`config.mk`:
```
export PLATFORM = sky130hd
export DESIGN_NAME = five_phase_sine_pwm_top
export DESIGN_NICKNAME = d
export VERILOG_FILES = /design/src/fsp_pkg.sv /design/src/fsp_duty_cmp.sv /design/src/five_phase_sine_pwm_top.sv
export SDC_FILE = /design/constraint.sdc
export NUM_CORES = 1
export LEC_CHECK = 0
export ABC_AREA = 1
export BUFFER_PORTS_ARGS = -buffer_cell sky130_fd_sc_hd__buf_2
export CAP_MARGIN = 0
export CORE_MARGIN = 10
export CORE_UTILIZATION = 35
export DETAILED_ROUTE_END_ITERATION = 8
export PLACE_DENSITY = 0.53
export REMOVE_ABC_BUFFERS = 1
export SLEW_MARGIN = 20
export SYNTH_ARGS = -nofsm -noshare
export SYNTH_HDL_FRONTEND = slang
export SYNTH_HIERARCHICAL = 1
export SYNTH_SLANG_ARGS = --single-unit
```
`constraint.sdc`:
```
create_clock -name clk -period 4.1 [get_ports clk]
set_input_delay 0.82 -clock clk [delete_from_list [all_inputs] [get_ports clk]]
set_output_delay 0.82 -clock clk [all_outputs]
set_load 0.03 [all_outputs]
```
`src/fsp_pkg.sv`:
```
// Shared constants and the sine duty ROM for the five-phase sine PWM block.
// No dependencies; imported by fsp_duty_cmp and five_phase_sine_pwm_top.
`default_nettype none

package fsp_pkg;

  localparam int TABLE_POINTS = 128;
  localparam int PHASE_COUNT  = 5;
  localparam int OUT_PHASES   = 5;
  localparam int IDX_W        = $clog2(TABLE_POINTS);
  localparam int PHASE_OFFSET = TABLE_POINTS / PHASE_COUNT;

  // floor((sin(j*6.28/128) + 1) * 63)
  localparam logic [IDX_W-1:0] SINE_ROM [TABLE_POINTS] = '{
     7'd63,  7'd66,  7'd69,  7'd72,  7'd75,  7'd78,  7'd81,  7'd84,
     7'd87,  7'd89,  7'd92,  7'd95,  7'd97, 7'd100, 7'd102, 7'd105,
    7'd107, 7'd109, 7'd111, 7'd113, 7'd115, 7'd117, 7'd118, 7'd119,
    7'd121, 7'd122, 7'd123, 7'd124, 7'd124, 7'd125, 7'd125, 7'd125,
    7'd125, 7'd125, 7'd125, 7'd125, 7'd124, 7'd124, 7'd123, 7'd122,
    7'd121, 7'd119, 7'd118, 7'd117, 7'd115, 7'd113, 7'd111, 7'd109,
    7'd107, 7'd105, 7'd103, 7'd100,  7'd98,  7'd95,  7'd92,  7'd90,
     7'd87,  7'd84,  7'd81,  7'd78,  7'd75,  7'd72,  7'd69,  7'd66,
     7'd63,  7'd60,  7'd56,  7'd53,  7'd50,  7'd47,  7'd44,  7'd41,
     7'd38,  7'd36,  7'd33,  7'd30,  7'd28,  7'd25,  7'd23,  7'd20,
     7'd18,  7'd16,  7'd14,  7'd12,  7'd10,   7'd9,   7'd7,   7'd6,
      7'd4,   7'd3,   7'd2,   7'd1,   7'd1,   7'd0,   7'd0,   7'd0,
      7'd0,   7'd0,   7'd0,   7'd0,   7'd1,   7'd1,   7'd2,   7'd3,
      7'd4,   7'd5,   7'd7,   7'd8,  7'd10,  7'd12,  7'd14,  7'd16,
     7'd18,  7'd20,  7'd22,  7'd25,  7'd27,  7'd30,  7'd33,  7'd35,
     7'd38,  7'd41,  7'd44,  7'd47,  7'd50,  7'd53,  7'd56,  7'd59
  };

endpackage

`default_nettype wire

```
`src/fsp_duty_cmp.sv`:
```
// Per-phase ROM lookup and slot compare: one high-side bit for each phase.
// Depends on fsp_pkg.
`default_nettype none

module fsp_duty_cmp
  import fsp_pkg::*;
(
  input  wire logic [IDX_W-1:0]      sample_index,
  input  wire logic [IDX_W-1:0]      slot_counter,
  output      logic [OUT_PHASES-1:0] phase_high
);

  for (genvar k = 1; k <= OUT_PHASES; k++) begin : g_phase
    if (k <= PHASE_COUNT) begin : g_on
      localparam logic [IDX_W-1:0] SHIFT = IDX_W'((k * PHASE_OFFSET) % TABLE_POINTS);
      logic [IDX_W-1:0] rom_idx;
      logic [IDX_W-1:0] duty;

      // wrap modulo the table size for free in IDX_W bits
      assign rom_idx = sample_index - SHIFT;
      assign duty    = SINE_ROM[rom_idx];
      assign phase_high[k-1] = (slot_counter < duty);
    end else begin : g_off
      assign phase_high[k-1] = 1'b0;
    end
  end

endmodule

`default_nettype wire

```
`src/five_phase_sine_pwm_top.sv`:
```
// Top level of the five-phase sine PWM: stream ports, step register, slot and
// sample counters, result register. Depends on fsp_pkg and fsp_duty_cmp.
//
//   channel   direction  handshake                    payload
//   s_axis    in         s_axis_tvalid/s_axis_tready  tdata[0] = tick
//   m_axis    out        m_axis_tvalid/m_axis_tready  tdata[4:0] = phase a..e, tlast = period_end
//   cfg       in         cfg_valid/cfg_ready          cfg_data = step_size
//
// One tick is taken per cycle while s_axis_tready is high; its result
// appears in the result register in the cycle after the transfer. The only logic between
// the counters and that register is five ROM lookups with compares plus one 8-bit add.
// rst clears the counters and the result register's valid flag and sets step_size to 1.
// A stalled output holds the result and pulls s_axis_tready low only while
// the result register is full and not being drained.
`default_nettype none

module five_phase_sine_pwm_top
  import fsp_pkg::*;
(
  input  wire logic       clk,
  input  wire logic       rst,

  input  wire logic       s_axis_tvalid,
  output      logic       s_axis_tready,
  input  wire logic [7:0] s_axis_tdata,   // [0] tick, [7:1] zero fill

  output      logic       m_axis_tvalid,
  input  wire logic       m_axis_tready,
  output      logic [7:0] m_axis_tdata,   // [0] phase_a_high .. [4] phase_e_high, [7:5] zero
  output      logic       m_axis_tlast,   // period_end

  input  wire logic       cfg_valid,
  output      logic       cfg_ready,
  input  wire logic [6:0] cfg_data        // step_size
);

  logic [IDX_W-1:0]      step_size;
  logic [IDX_W-1:0]      slot_counter;
  logic [IDX_W-1:0]      slot_counter_next;
  logic [IDX_W-1:0]      sample_index;
  logic [IDX_W-1:0]      sample_index_next;
  logic [IDX_W-1:0]      eff_step;
  logic [IDX_W:0]        slot_sum;
  logic [IDX_W:0]        sample_sum;
  logic                  last_slot;
  logic                  tick;
  logic                  in_xfer;
  logic [OUT_PHASES-1:0] phase_high;
  logic                  out_valid;
  logic [OUT_PHASES-1:0] out_phase;
  logic                  out_last;

  // config writes are always accepted and land in the next cycle
  assign cfg_ready = 1'b1;

  always_ff @(posedge clk) begin
    if (rst) begin
      step_size <= IDX_W'(1);
    end else if (cfg_valid) begin
      step_size <= cfg_data;
    end
  end

  // a zero step behaves as one
  assign eff_step = (step_size == '0) ? IDX_W'(1) : step_size;

  assign tick    = s_axis_tdata[0];
  assign in_xfer = s_axis_tvalid && s_axis_tready;

  // advance the slot; on wrap, advance the sample index the same way
  always_comb begin
    slot_sum          = {1'b0, slot_counter} + {1'b0, eff_step};
    sample_sum        = {1'b0, sample_index} + {1'b0, eff_step};
    last_slot         = slot_sum[IDX_W];
    slot_counter_next = last_slot ? '0 : slot_sum[IDX_W-1:0];
    sample_index_next = sample_index;
    if (last_slot) begin
      sample_index_next = sample_sum[IDX_W] ? '0 : sample_sum[IDX_W-1:0];
    end
  end

  always_ff @(posedge clk) begin
    if (rst) begin
      slot_counter <= '0;
      sample_index <= '0;
    end else if (in_xfer && tick) begin
      slot_counter <= slot_counter_next;
      sample_index <= sample_index_next;
    end
  end

  fsp_duty_cmp u_duty_cmp (
    .sample_index (sample_index),
    .slot_counter (slot_counter),
    .phase_high   (phase_high)
  );

  // result register: take a new item whenever it is empty or being drained
  assign s_axis_tready = !out_valid || m_axis_tready;

  always_ff @(posedge clk) begin
    if (rst) begin
      out_valid <= 1'b0;
    end else if (s_axis_tready) begin
      out_valid <= s_axis_tvalid;
    end
  end

  always_ff @(posedge clk) begin
    if (in_xfer) begin
      out_phase <= phase_high;
      out_last  <= tick && last_slot;
    end
  end

  assign m_axis_tvalid = out_valid;
  assign m_axis_tdata  = {(8 - OUT_PHASES)'(0), out_phase};
  assign m_axis_tlast  = out_last;

endmodule

`default_nettype wire

```
==> impl_metrics.env <==
export IMPL_tns_ps=0
export IMPL_post_route_drc_count=0
export IMPL_drive_gt1_frac=0.0869
export IMPL_synth_area_mux_share=0
export IMPL_dp_slack_ps=438
export IMPL_layout_nets=1467
export IMPL_fmax_mhz=264
export IMPL_diodes=0
export IMPL_cts_buffers=3
export IMPL_setup_violations=0
export IMPL_start_kind="flop"
export IMPL_synth_top_cell_area_share=0.189
export IMPL_rsz0062_at_grt="no"
export IMPL_synth_common_cells="nand2_1 (392), nand3_1 (137), o21ai_0 (131)"
export IMPL_synth_fa_ha_area_frac=0.143
export IMPL_die_w_um=169
export IMPL_drtAntennaViolNets=0
export IMPL_core_rowCount=54
export IMPL_overflow=0
export IMPL_syn_area_sq_um=7790
export IMPL_num_io_pins=32
export IMPL_hp_start="step_size[0]"
export IMPL_synth_top_flop_cell="dfxtp_1"
export IMPL_grt_first_pass_wirelength_um=47300
export IMPL_min_period_over_period=0.924
export IMPL_path_clk_slew_ps=70
export IMPL_layout_cells_non_filler=1638
export IMPL_ys_types=56
export IMPL_switching_power_uw=227
export IMPL_maxCapViolations=0
export IMPL_cts_setup_buffers=0
export IMPL_yosysSeqAreaShare=0.0797
export IMPL_place_inst=1634
export IMPL_area_growth_pct=4.98
export IMPL_status="completed"
export IMPL_cp_max_fo=14
export IMPL_rr_startpoint="sample_index[0]"
export IMPL_slew_headroom=0.497
export IMPL_drtIter0Drc=1190
export IMPL_synth_xor_area_share=0.0227
export IMPL_pwr_share_seq=0.406
export IMPL_synthSimpleGateAreaFrac=0.381
export IMPL_wl_um=29800
export IMPL_async_flop_share=0
export IMPL_dp_final_hpwl_um=22100
export IMPL_worst_skew_pair_late_latency_ps=260
export IMPL_internal_power_uw=547
export IMPL_cts_max_path_buffers=2
export IMPL_die_h_um=169
export IMPL_root_buffer="clkbuf_16"
export IMPL_hold_buffers=0
export IMPL_cts_sinks=28
export IMPL_synth_area_leader_cell="nand2_1"
export IMPL_fin_crit_ps=3790
export IMPL_min_path_type="flop to flop"
export IMPL_worstSetupEndpointType="flop"
export IMPL_start_util=0.357
export IMPL_startpoint="sample_index[0]"
export IMPL_cts_tree="yes"
export IMPL_worstPathRequired_ps=4110
export IMPL_synth_seq_cells=28
export IMPL_post_drt_wl_per_cell_um=18.2
export IMPL_synth_compound_area_frac=0.249
export IMPL_cts_resized_gates=0
export IMPL_hold_viol_final=0
export IMPL_cts_max_level=1
export IMPL_drt_pre_antenna_iters=6
export IMPL_grt_antenna_before_repair=0
export IMPL_io_buffers=20
export IMPL_yosysMostFrequentCell="nand2_1"
export IMPL_finalClockSkew_ps=1.28
export IMPL_slew_viol_final=0
export IMPL_vias_per_cell=5.75
export IMPL_ir_drop_v=0.000157
export IMPL_place_congestion=0.959
export IMPL_synth_avg_cell_area_sq_um=5.67
export IMPL_synth_top_family_by_area="simple AND/OR/NAND/NOR gates"
export IMPL_via_count=9423
export IMPL_synth_area_leaders="nand2_1 (19%), ha_1 (14%), nand3_1 (8.8%)"
export IMPL_dieArea_sq_um=28600
export IMPL_yosysWarnings=6
export IMPL_p_per_area_nw_per_um2=94.8
export IMPL_leakagePower_uw=0.00393
export IMPL_clkPwrFrac=0.374
export IMPL_core_sq_um=21800
export IMPL_worst_pin_slew_ps=753
export IMPL_worst_endpoint_arrival_ps=3800
export IMPL_p_comb_frac=0.220
export IMPL_synth_enable_flop_cells=6
export IMPL_postLayoutSetupSlackWorst_ps=312
export IMPL_switching_share=0.293
export IMPL_grtUsageTotal=0.198
export IMPL_grt_max_degree=30
export IMPL_crit_type="flop to flop"
export IMPL_grt_pass1_vias=8582
export IMPL_syn_instance_count=1373
==> power groups by stage <==
stage	logic, uW	registers, uW	clock network, uW
finish	170	315	290
CTS	170	315	294
detailed placement	168	321	0
floorplan	118	315	0
global placement	167	321	0
global route	194	316	305
==> layer usage <==
metal,global-route usage,routed length (um),up-vias
met5,0,0,-
met4,0.0495,755,0
met3,0.0171,2120,54
met2,0.323,13500,424
met1,0.275,13400,4333
li1,-,-,4612
==> metrics by stage <==
| stage | hold slack [ps] | area [sq um] | power, uW | utilization |
|---|---|---|---|---|
| after global routing | 495 | 8170 | 816 | 0.375 |
| after detailed placement | 454 | 8070 | 490 | 0.370 |
| after floorplan | 430 | 7340 | 433 | - |
| after global placement | 451 | 8070 | 489 | 0.370 |
| final | 467 | 8170 | 775 | 0.375 |
| after CTS | 473 | 8170 | 779 | 0.375 |
==> path summary, 6_finish.rpt <==
check                           slack, ps            to  depth (start not counted)
worst min-delay path                  470  step_size[0]                          2
worst max register to register        310  out_phase[4]                         15
worst max-delay path                  310  out_phase[4]                         15
worst min register to register        470  step_size[0]                          2
==> state kept, by name, summed over array words and instances (netlist names) <==
signal         flops
m_axis_tlast       1
out_phase          5
step_size          7
m_axis_tvalid      1
slot_counter       7
sample_index       7
==> logic make-up (layout without fill, tap and decap cells) <==
group           Yosys count  count (layout)
buf+inv                 211             194
compound gates          337             337
xor+xnor                 15              15
other cells               2               4
fa+ha+maj                88              88
flops                    28              28
simple gates            692             692
==> final cells by class <==
class,count,area (sq um)
fillers,2442,13600
repair buffers,57,378
clock inverters,1,30.0
clock buffers,3,75.1
multi-input cells,1136,6220
flip-flops and latches,28,621
inverters,133,503
well taps,280,350
==> layout by cell type, fill, tap and decap left out, types with 4 or more instances in the layout <==
cell type | netlist | layout
inv_2 | 14 | 14
o21ai_1 | 8 | 8
nor2_1 | 105 | 105
or2_2 | 5 | 5
o21ai_0 | 131 | 131
nor3_1 | 12 | 12
nor4_1 | 4 | 4
nand4_1 | 10 | 10
inv_1 | 115 | 115
a211oi_1 | 7 | 7
buf_2 | 37 | 20
nand2_2 | 12 | 12
a21oi_1 | 102 | 102
nand2_4 | 4 | 4
o22ai_1 | 7 | 7
conb_1 | 2 | 4
nand2_1 | 392 | 392
o311ai_0 | 8 | 8
buf_4 | 16 | 37
dfxtp_1 | 22 | 22
nand3_1 | 137 | 137
xnor2_1 | 6 | 6
xor2_2 | 6 | 6
o211ai_1 | 20 | 20
a31oi_1 | 25 | 25
o31ai_1 | 8 | 8
edfxtp_1 | 6 | 6
ha_1 | 86 | 86
==> worst max-delay path: stages, from the launching register on <==
cell and delay (ps):
dfxtp_1 310, inv_1 320, ha_1 240, inv_1 60
ha_1 300, inv_1 430, nor2_1 200, or2_2 340
o311ai_0 290, nand3_1 120, nand2_1 110, inv_1 40
ha_1 170, a21oi_1 130, o21ai_0 90, a21oi_1 380
Note: power is estimated with default switching activity, not from simulation.
